[src/rtl/core/hrht_pkg.sv]
package hrht_pkg;

   typedef enum logic [2:0] {
      PH_METHOD,
      PH_URL,
      PH_PROTO,
      PH_VERSION,
      PH_NAME,
      PH_LEAD,
      PH_VALUE,
      PH_DONE
   } phase_type;

   localparam logic [2:0] KIND_NONE    = 3'd0;
   localparam logic [2:0] KIND_METHOD  = 3'd1;
   localparam logic [2:0] KIND_URL     = 3'd2;
   localparam logic [2:0] KIND_PROTO   = 3'd3;
   localparam logic [2:0] KIND_VERSION = 3'd4;
   localparam logic [2:0] KIND_NAME    = 3'd5;
   localparam logic [2:0] KIND_VALUE   = 3'd6;

   localparam logic [2:0] EV_NONE       = 3'd0;
   localparam logic [2:0] EV_METHOD_END = 3'd1;
   localparam logic [2:0] EV_URL_END    = 3'd2;
   localparam logic [2:0] EV_REQ_END    = 3'd3;
   localparam logic [2:0] EV_FIELD_END  = 3'd4;
   localparam logic [2:0] EV_HEADER_END = 3'd5;

   localparam logic [2:0] ERR_NONE     = 3'd0;
   localparam logic [2:0] ERR_TOO_LONG = 3'd1;
   localparam logic [2:0] ERR_NO_SLASH = 3'd2;
   localparam logic [2:0] ERR_FIELDS   = 3'd3;
   localparam logic [2:0] ERR_NO_COLON = 3'd4;

   localparam logic [7:0] CH_TAB   = 8'd9;
   localparam logic [7:0] CH_LF    = 8'd10;
   localparam logic [7:0] CH_CR    = 8'd13;
   localparam logic [7:0] CH_SPACE = 8'd32;
   localparam logic [7:0] CH_SLASH = 8'd47;
   localparam logic [7:0] CH_COLON = 8'd58;

   localparam logic [0:0] CSR_LINE_LIMIT  = 1'd0;
   localparam logic [0:0] CSR_FIELD_LIMIT = 1'd1;

   localparam logic [15:0] LINE_LIMIT_RESET  = 16'd8192;
   localparam logic [7:0]  FIELD_LIMIT_RESET = 8'd100;

   typedef struct packed {
      logic [2:0] token_kind;
      logic [7:0] char_out;
      logic       tentative;
      logic       withdraw;
      logic [2:0] event_res;
      logic [2:0] error_code;
   } result_type;

endpackage

[src/rtl/core/http_request_header_tokenizer.sv]
// http request header tokenizer
//
// takes one byte of a request stream per transaction on the req_ channel and
// returns one tagged result per byte on the rsp_ channel: token kind, the byte,
// tentative and withdraw marks, a token event and a sticky error code.
// req_tuser set starts a new request, clearing all parse state before that byte.
// limits are written through the csr_ port (index 0 line length limit, index 1
// field count limit) by the user only while no transaction is in flight; unchecked.
//
// the path is an input register, then the per-byte decision and the parse state
// update into the result register. one byte is accepted every cycle while the
// receiver takes results; the rate is set by the state update loop.
// when the receiver stalls, the result register holds and the input register
// fills, then req_tready drops; nothing is lost.
// reset empties both registers, clears the parse state and loads the default
// limits (8192 bytes per line, 100 field lines).
module http_request_header_tokenizer (
   input  logic        clock,
   input  logic        reset,
   input  logic        req_tvalid,
   output logic        req_tready,
   input  logic [7:0]  req_tdata,   // [7:0] data_byte
   input  logic [0:0]  req_tuser,   // [0] start_new
   output logic        rsp_tvalid,
   input  logic        rsp_tready,
   output logic [15:0] rsp_tdata,   // [7:0] char_out, [8] withdraw, [11:9] event_res,
                                    // [14:12] error_code, [15] zero
   output logic [3:0]  rsp_tuser,   // [2:0] token_kind, [3] tentative
   input  logic        csr_we,
   input  logic [0:0]  csr_addr,
   input  logic [15:0] csr_wdata
);

   logic [15:0] line_limit_ff;
   logic [7:0]  field_limit_ff;

   logic        in_valid_ff;
   logic [7:0]  in_byte_ff;
   logic        in_start_ff;

   logic                 out_valid_ff;
   hrht_pkg::result_type out_ff, out_in;

   hrht_pkg::phase_type phase_ff, phase_in;
   logic        cr_ff, cr_in;
   logic        empty_ff, empty_in;
   logic [7:0]  fields_ff, fields_in;
   logic [16:0] len_ff, len_in;
   logic [2:0]  err_ff, err_in;

   hrht_pkg::phase_type cur_phase;
   logic        cur_cr;
   logic        cur_empty;
   logic [7:0]  cur_fields;
   logic [16:0] cur_len;
   logic [2:0]  cur_err;

   logic        out_free;
   logic        fire;
   logic        term;
   logic        ws;
   logic        is_cr;
   logic [16:0] len_inc;
   logic        len_over;
   logic        fields_over;

   assign out_free   = !out_valid_ff || rsp_tready;
   assign fire       = in_valid_ff && out_free;
   assign req_tready = !in_valid_ff || out_free;

   assign rsp_tvalid = out_valid_ff;
   assign rsp_tdata  = {1'b0, out_ff.error_code, out_ff.event_res, out_ff.withdraw,
                        out_ff.char_out};
   assign rsp_tuser  = {out_ff.tentative, out_ff.token_kind};

   // parse state as seen by this byte, cleared on a new request
   always_comb begin
      if (in_start_ff) begin
         cur_phase  = hrht_pkg::PH_METHOD;
         cur_cr     = 1'b0;
         cur_empty  = 1'b1;
         cur_fields = 8'd0;
         cur_len    = 17'd0;
         cur_err    = hrht_pkg::ERR_NONE;
      end else begin
         cur_phase  = phase_ff;
         cur_cr     = cr_ff;
         cur_empty  = empty_ff;
         cur_fields = fields_ff;
         cur_len    = len_ff;
         cur_err    = err_ff;
      end
   end

   assign is_cr = (in_byte_ff == hrht_pkg::CH_CR);
   assign ws    = (in_byte_ff == hrht_pkg::CH_SPACE) ||
                  (in_byte_ff >= hrht_pkg::CH_TAB && in_byte_ff <= hrht_pkg::CH_CR);
   assign term  = (cur_phase == hrht_pkg::PH_METHOD || cur_phase == hrht_pkg::PH_URL) ?
                  (in_byte_ff == hrht_pkg::CH_SPACE) :
                  ((in_byte_ff == hrht_pkg::CH_LF) && cur_cr);
   assign len_inc     = cur_len + 17'd1;
   assign len_over    = !term && (len_inc > {1'b0, line_limit_ff});
   assign fields_over = ({1'b0, cur_fields} + 9'd1) > {1'b0, field_limit_ff};

   // next state
   always_comb begin
      phase_in  = cur_phase;
      cr_in     = cur_cr;
      empty_in  = cur_empty;
      fields_in = cur_fields;
      len_in    = cur_len;
      err_in    = cur_err;
      if (cur_err == hrht_pkg::ERR_NONE && cur_phase != hrht_pkg::PH_DONE) begin
         len_in = term ? 17'd0 : len_inc;
         if (len_over) begin
            err_in = hrht_pkg::ERR_TOO_LONG;
         end else begin
            unique case (cur_phase)
               hrht_pkg::PH_METHOD: begin
                  if (term) phase_in = hrht_pkg::PH_URL;
               end
               hrht_pkg::PH_URL: begin
                  if (term) phase_in = hrht_pkg::PH_PROTO;
               end
               hrht_pkg::PH_PROTO: begin
                  if (term) begin
                     err_in = hrht_pkg::ERR_NO_SLASH;
                  end else if (in_byte_ff == hrht_pkg::CH_SLASH) begin
                     phase_in = hrht_pkg::PH_VERSION;
                     cr_in    = 1'b0;
                  end else begin
                     cr_in = is_cr;
                  end
               end
               hrht_pkg::PH_VERSION: begin
                  if (term) begin
                     phase_in = hrht_pkg::PH_NAME;
                     cr_in    = 1'b0;
                     empty_in = 1'b1;
                  end else begin
                     cr_in = is_cr;
                  end
               end
               hrht_pkg::PH_NAME: begin
                  if (term) begin
                     cr_in = 1'b0;
                     if (cur_empty) phase_in = hrht_pkg::PH_DONE;
                     else if (fields_over) err_in = hrht_pkg::ERR_FIELDS;
                     else err_in = hrht_pkg::ERR_NO_COLON;
                  end else if (in_byte_ff == hrht_pkg::CH_COLON) begin
                     phase_in = hrht_pkg::PH_LEAD;
                     cr_in    = 1'b0;
                     empty_in = 1'b0;
                  end else if (is_cr) begin
                     if (cur_cr) empty_in = 1'b0;
                     cr_in = 1'b1;
                  end else begin
                     empty_in = 1'b0;
                     cr_in    = 1'b0;
                  end
               end
               hrht_pkg::PH_LEAD, hrht_pkg::PH_VALUE: begin
                  if (term) begin
                     if (fields_over) begin
                        err_in = hrht_pkg::ERR_FIELDS;
                     end else begin
                        fields_in = cur_fields + 8'd1;
                        phase_in  = hrht_pkg::PH_NAME;
                        empty_in  = 1'b1;
                        cr_in     = 1'b0;
                     end
                  end else begin
                     cr_in = is_cr;
                     if (cur_phase == hrht_pkg::PH_LEAD && !ws) phase_in = hrht_pkg::PH_VALUE;
                  end
               end
               default: begin
               end
            endcase
         end
      end
   end

   // result of this byte
   always_comb begin
      out_in = '0;
      if (cur_err != hrht_pkg::ERR_NONE) begin
         out_in.error_code = cur_err;
      end else if (cur_phase == hrht_pkg::PH_DONE) begin
         out_in = '0;
      end else if (len_over) begin
         out_in.error_code = hrht_pkg::ERR_TOO_LONG;
      end else begin
         unique case (cur_phase)
            hrht_pkg::PH_METHOD: begin
               if (term) begin
                  out_in.event_res = hrht_pkg::EV_METHOD_END;
               end else begin
                  out_in.token_kind = hrht_pkg::KIND_METHOD;
                  out_in.char_out   = in_byte_ff;
               end
            end
            hrht_pkg::PH_URL: begin
               if (term) begin
                  out_in.event_res = hrht_pkg::EV_URL_END;
               end else begin
                  out_in.token_kind = hrht_pkg::KIND_URL;
                  out_in.char_out   = in_byte_ff;
               end
            end
            hrht_pkg::PH_PROTO: begin
               if (term) begin
                  out_in.error_code = hrht_pkg::ERR_NO_SLASH;
               end else if (in_byte_ff != hrht_pkg::CH_SLASH) begin
                  out_in.token_kind = hrht_pkg::KIND_PROTO;
                  out_in.char_out   = in_byte_ff;
                  out_in.tentative  = is_cr;
               end
            end
            hrht_pkg::PH_VERSION: begin
               if (term) begin
                  out_in.withdraw  = 1'b1;
                  out_in.event_res = hrht_pkg::EV_REQ_END;
               end else begin
                  out_in.token_kind = hrht_pkg::KIND_VERSION;
                  out_in.char_out   = in_byte_ff;
                  out_in.tentative  = is_cr;
               end
            end
            hrht_pkg::PH_NAME: begin
               if (term) begin
                  if (cur_empty) begin
                     out_in.withdraw  = 1'b1;
                     out_in.event_res = hrht_pkg::EV_HEADER_END;
                  end else if (fields_over) begin
                     out_in.error_code = hrht_pkg::ERR_FIELDS;
                  end else begin
                     out_in.error_code = hrht_pkg::ERR_NO_COLON;
                  end
               end else if (in_byte_ff == hrht_pkg::CH_COLON) begin
                  out_in.withdraw = 1'b1;
               end else begin
                  out_in.token_kind = hrht_pkg::KIND_NAME;
                  out_in.char_out   = in_byte_ff;
                  out_in.tentative  = ws;
               end
            end
            hrht_pkg::PH_LEAD, hrht_pkg::PH_VALUE: begin
               if (term) begin
                  if (fields_over) begin
                     out_in.error_code = hrht_pkg::ERR_FIELDS;
                  end else begin
                     out_in.withdraw  = 1'b1;
                     out_in.event_res = hrht_pkg::EV_FIELD_END;
                  end
               end else if (cur_phase == hrht_pkg::PH_VALUE) begin
                  out_in.token_kind = hrht_pkg::KIND_VALUE;
                  out_in.char_out   = in_byte_ff;
                  out_in.tentative  = is_cr;
               end else if (!ws) begin
                  out_in.token_kind = hrht_pkg::KIND_VALUE;
                  out_in.char_out   = in_byte_ff;
               end
            end
            default: begin
            end
         endcase
      end
   end

   always_ff @(posedge clock) begin
      if (reset) begin
         line_limit_ff  <= hrht_pkg::LINE_LIMIT_RESET;
         field_limit_ff <= hrht_pkg::FIELD_LIMIT_RESET;
      end else if (csr_we) begin
         unique case (csr_addr)
            hrht_pkg::CSR_LINE_LIMIT:  line_limit_ff  <= csr_wdata;
            hrht_pkg::CSR_FIELD_LIMIT: field_limit_ff <= csr_wdata[7:0];
            default: begin
            end
         endcase
      end
   end

   always_ff @(posedge clock) begin
      if (reset) begin
         in_valid_ff <= 1'b0;
      end else if (req_tready) begin
         in_valid_ff <= req_tvalid;
      end
      if (req_tready && req_tvalid) begin
         in_byte_ff  <= req_tdata;
         in_start_ff <= req_tuser[0];
      end
   end

   always_ff @(posedge clock) begin
      if (reset) begin
         out_valid_ff <= 1'b0;
         phase_ff     <= hrht_pkg::PH_METHOD;
         cr_ff        <= 1'b0;
         empty_ff     <= 1'b1;
         fields_ff    <= 8'd0;
         len_ff       <= 17'd0;
         err_ff       <= hrht_pkg::ERR_NONE;
      end else begin
         if (out_free) out_valid_ff <= in_valid_ff;
         if (fire) begin
            phase_ff  <= phase_in;
            cr_ff     <= cr_in;
            empty_ff  <= empty_in;
            fields_ff <= fields_in;
            len_ff    <= len_in;
            err_ff    <= err_in;
         end
      end
      if (fire) out_ff <= out_in;
   end

   // an error stays until a new request starts
   assert property (@(posedge clock) disable iff (reset)
      fire && !in_start_ff && err_ff != hrht_pkg::ERR_NONE |=> err_ff == $past(err_ff))
      else $error("sticky error changed without a new request");

   // error results carry no token, mark or event
   assert property (@(posedge clock) disable iff (reset)
      rsp_tvalid && out_ff.error_code != hrht_pkg::ERR_NONE |->
      out_ff.token_kind == hrht_pkg::KIND_NONE && out_ff.event_res == hrht_pkg::EV_NONE &&
      !out_ff.withdraw && !out_ff.tentative)
      else $error("error result carries token data");

   // a tentative byte is always a tagged byte
   assert property (@(posedge clock) disable iff (reset)
      rsp_tvalid && out_ff.tentative |-> out_ff.token_kind != hrht_pkg::KIND_NONE)
      else $error("tentative mark on an untagged result");

   // withdraw never comes with a tagged byte
   assert property (@(posedge clock) disable iff (reset)
      rsp_tvalid && out_ff.withdraw |-> out_ff.token_kind == hrht_pkg::KIND_NONE)
      else $error("withdraw on a tagged byte");

   // a stalled result is not overwritten
   assert property (@(posedge clock) disable iff (reset)
      rsp_tvalid && !rsp_tready |=> rsp_tvalid && out_ff == $past(out_ff))
      else $error("result register changed while stalled");

endmodule

[config.mk]
export PLATFORM = sky130hd
export DESIGN_NAME = http_request_header_tokenizer
export DESIGN_NICKNAME = d
export VERILOG_FILES = /design/src/rtl/core/hrht_pkg.sv /design/src/rtl/core/http_request_header_tokenizer.sv
export SDC_FILE = /design/constraint.sdc
export NUM_CORES = 1
export LEC_CHECK = 0
export CAP_MARGIN = 20
export CORE_ASPECT_RATIO = 1.1
export CORE_MARGIN = 2
export CORE_UTILIZATION = 52
export DETAILED_ROUTE_END_ITERATION = 7
export DONT_BUFFER_PORTS = 1
export PLACE_DENSITY = 0.67
export SYNTH_ARGS = -nofsm -noshare
export SYNTH_HDL_FRONTEND = slang
export SYNTH_SLANG_ARGS = --single-unit
[constraint.sdc]
create_clock -name clock -period 6.3 [get_ports clock]
set_input_delay 0.63 -clock clock [delete_from_list [all_inputs] [get_ports clock]]
set_output_delay 0.63 -clock clock [all_outputs]
set_load 0.05 [all_outputs]
==> impl_metrics.toml <==
[sta]
setup_viol = 0
finalHoldViolCount = 0
fmax_ghz = 0.2187
rsz0062_at_grt = "no"
setup_tns_ns = 0
min_period_over_period_pct = 72.57
worst_pin_slew_ns = 1.011
fin_ws_ns = 1.728
drv_slew = 0
worst_hold_slack_ns = 0.3266
fin_skew_ns = 0.01473
min_period_ns = 4.572
max-slew-margin-rel_pct = 32.47

[clocking]
cts_max_level = 3
clockRootBuffer = "clkbuf_8"
cts_resized = 0
cts_buffers = 9
clkSlewWorstSetupHoldPaths_ns = 0.10
insertion_delay_ns = 0.37
post-cts-setup-buffer-count = 0
holdBufCountCts = 0
cts.sinks = 87
cts_tree = "done"
clock_path_buffers = 2

[power_and_ir_drop]
combPwrFrac_pct = 7.8
p_leak_nw = 1.991
power.density_nw_per_um2 = 204.6
switching_share_pct = 27.41
internal_power_uw = 813.2
p_clk_share_pct = 36.0
switchingPower_uw = 307.0
p_total_mw = 1.120
seq_power_share_pct = 56.2
vdd_drop_max_mv = 0.1467

[synth]
synth.avg_cell_area_um2 = 8.034
netlist-cell-type-count = 63
ys_seq_area_share_pct = 38.42
synth_top_area_share_pct = 22.44
yosysWarnings = 0
synth_seq_cells = 87
synthesis.area_um2 = 5263
synthCells = 655
netlist_top_cells_area = "dfxtp_1, edfxtp_1, a21oi_1, nand2_1, ha_1"
yosysTopAreaCell = "dfxtp_1"
syn_nets = 712
async_reset_ff_share_pct = 0
synth_edf_count = 28
synth_ff_type = "dfxtp_1"

[setup_path]
cp_num_buf_inv = 2
cp_cell_sequence = "buf_4, nor2b_1, ha_1, and3_1, and2_1, nand4_1, xnor2_1, ha_1, nand4_1, or4_1, nand4_1, a211oi_2, nor3_1, buf_2, a21oi_1, a311oi_1"
path_max_fanout = 51
timing_worst_setup_path_type = "register to register"
path_delay_family = "simple AND/OR/NAND/NOR gates"
critPathMostFrequentCell = "nand4_1"
start_kind = "register"
worst_ep_required_time_ns = 6.58
worstPathArrival_ns = 4.85
cpPeakStageDelay_ns = 0.55
slowest_stage = "or4_1"
end_kind = "register"

[run_status]
outcome = "finished, final reports clean"

[hold_path]
hp-class = "input port to register"

[grt]
grt_max_degree = 56
antenna_found_initial = 0
grt_pass1_vias = 4399
grt_pass1_wl_um = 21210
track_usage_pct = 24.59
grt-ovfl-total = 0

[placement]
dp_hpwl_um = 9314
gp_congestion = 0.9397
dp.cells = 742
placed_area_um2 = 5266
place_worst_setup_slack_ns = 1.553
portBuffers = 0

[die]
dieArea_um2 = 10940
fp.dieW_um = 99.92
rows = 38
initial_core_util_pct = 53.47
die_height_um = 109.5
ios = 53
coreArea_um2 = 9842

[detailed_routing]
wl_per_cell_um = 17.46
first_iter_violations = 304
vias_per_cell = 6.188
routed.top_layer = "met4"
drc = 0
dr.pass1.iters = 5
num_vias = 4697
wl_met3_um = 748
met2_length_um = 6410
wl_um = 13260
wl_met1_um = 5764
ant_nets = 0

[final_layout]
final-instance-count-excl-fill = 759
n_antenna_cell = 0
finish.utilization_pct = 55.63
syn2layout_area_growth_pct = 4.042
final_area_um2 = 5475
drive_gt1_share_pct = 5.164
final_nets = 691

[run]
drv_cap = 0
sequential cells by signal (all words and copies together) (netlist names):
name,flops
len_ff,17
line_limit_ff,16
rsp_tdata,15
field_limit_ff,8
fields_ff,8
in_byte_ff,8
rsp_tuser,4
err_ff,3
phase_ff,3
cr_ff,1
empty_ff,1
in_start_ff,1
in_valid_ff,1
rsp_tvalid,1
synthesized netlist by cell type, types with 14 or more instances:
| master | number |
|---|---|
| ha_1 | 26 |
| a21oi_1 | 77 |
| nand2_1 | 101 |
| clkbuf_1 | 23 |
| edfxtp_1 | 28 |
| o21ai_0 | 37 |
| nand4_1 | 14 |
| inv_1 | 32 |
| dfxtp_1 | 59 |
| nor3_1 | 18 |
| nor2_1 | 54 |
| nor2b_1 | 15 |
| nand3_1 | 19 |
cells by family after synthesis:
kind of cell / after synthesis / synth area share [%]
adder cells (fa/ha/maj): 26 / 6.182
multiplexers: 2 / 0.4279
AND/OR/NAND/NOR: 280 / 26.30
flip-flops: 87 / 38.42
other: 1 / 0.07126
buffers and inverters: 69 / 5.635
XOR/XNOR: 19 / 3.162
AO/OA/AOI/OAI: 171 / 19.81
final timing paths:
path | slack, ns | cells past startpoint | from | end
min | 0.33 | 1 | reset | field_limit_ff[7]
max reg2reg | 1.73 | 16 | in_start_ff | phase_ff[0]
min reg2reg | 0.45 | 2 | field_limit_ff[7] | field_limit_ff[7]
max | 1.73 | 16 | in_start_ff | phase_ff[0]
metal layers:
layer  vias up  track usage [%]
met5         -                0
met4         0            11.74
met3        31            4.132
met2       188            41.02
met1      2191            31.12
li1       2287                -
area by class of cell:
class                      count  area (um2)
clock inverter                 7       80.08
tap                          120       150.1
fill                         924        4367
clock buffer                   9       123.9
timing repair buffer           5       35.03
multi-input combinational    499        2944
sequential                    87        2022
inverter                      32       120.1
placed cells by master, fill, tap and decap left out, types with 6 or more instances in the layout:
cell type	n
xor2_1	8
nor2b_1	15
clkbuf_8	9
a22oi_1	9
edfxtp_1	28
nand2_1	101
a21oi_1	77
and2_1	8
or3_1	6
ha_1	26
dfxtp_1	59
xnor2_1	11
o21ai_0	37
nand4_1	14
nor3_1	18
nand3_1	19
nor3b_1	6
inv_1	32
nor2_1	54
and3_1	8
power by group through the flow:
| stage | clock (mW) | sequential, mW | combinational [mW] |
|---|---|---|---|
| 2_1_floorplan | 0 | 0.638 | 0.0748 |
| 3_3_place_gp | 0 | 0.643 | 0.0832 |
| 3_5_place_dp | 0 | 0.643 | 0.0852 |
| 4_1_cts | 0.412 | 0.630 | 0.0858 |
| 5_1_grt | 0.431 | 0.632 | 0.0966 |
| 6_report | 0.403 | 0.630 | 0.0869 |
No activity file was read; power rests on OpenSTA's default activity.
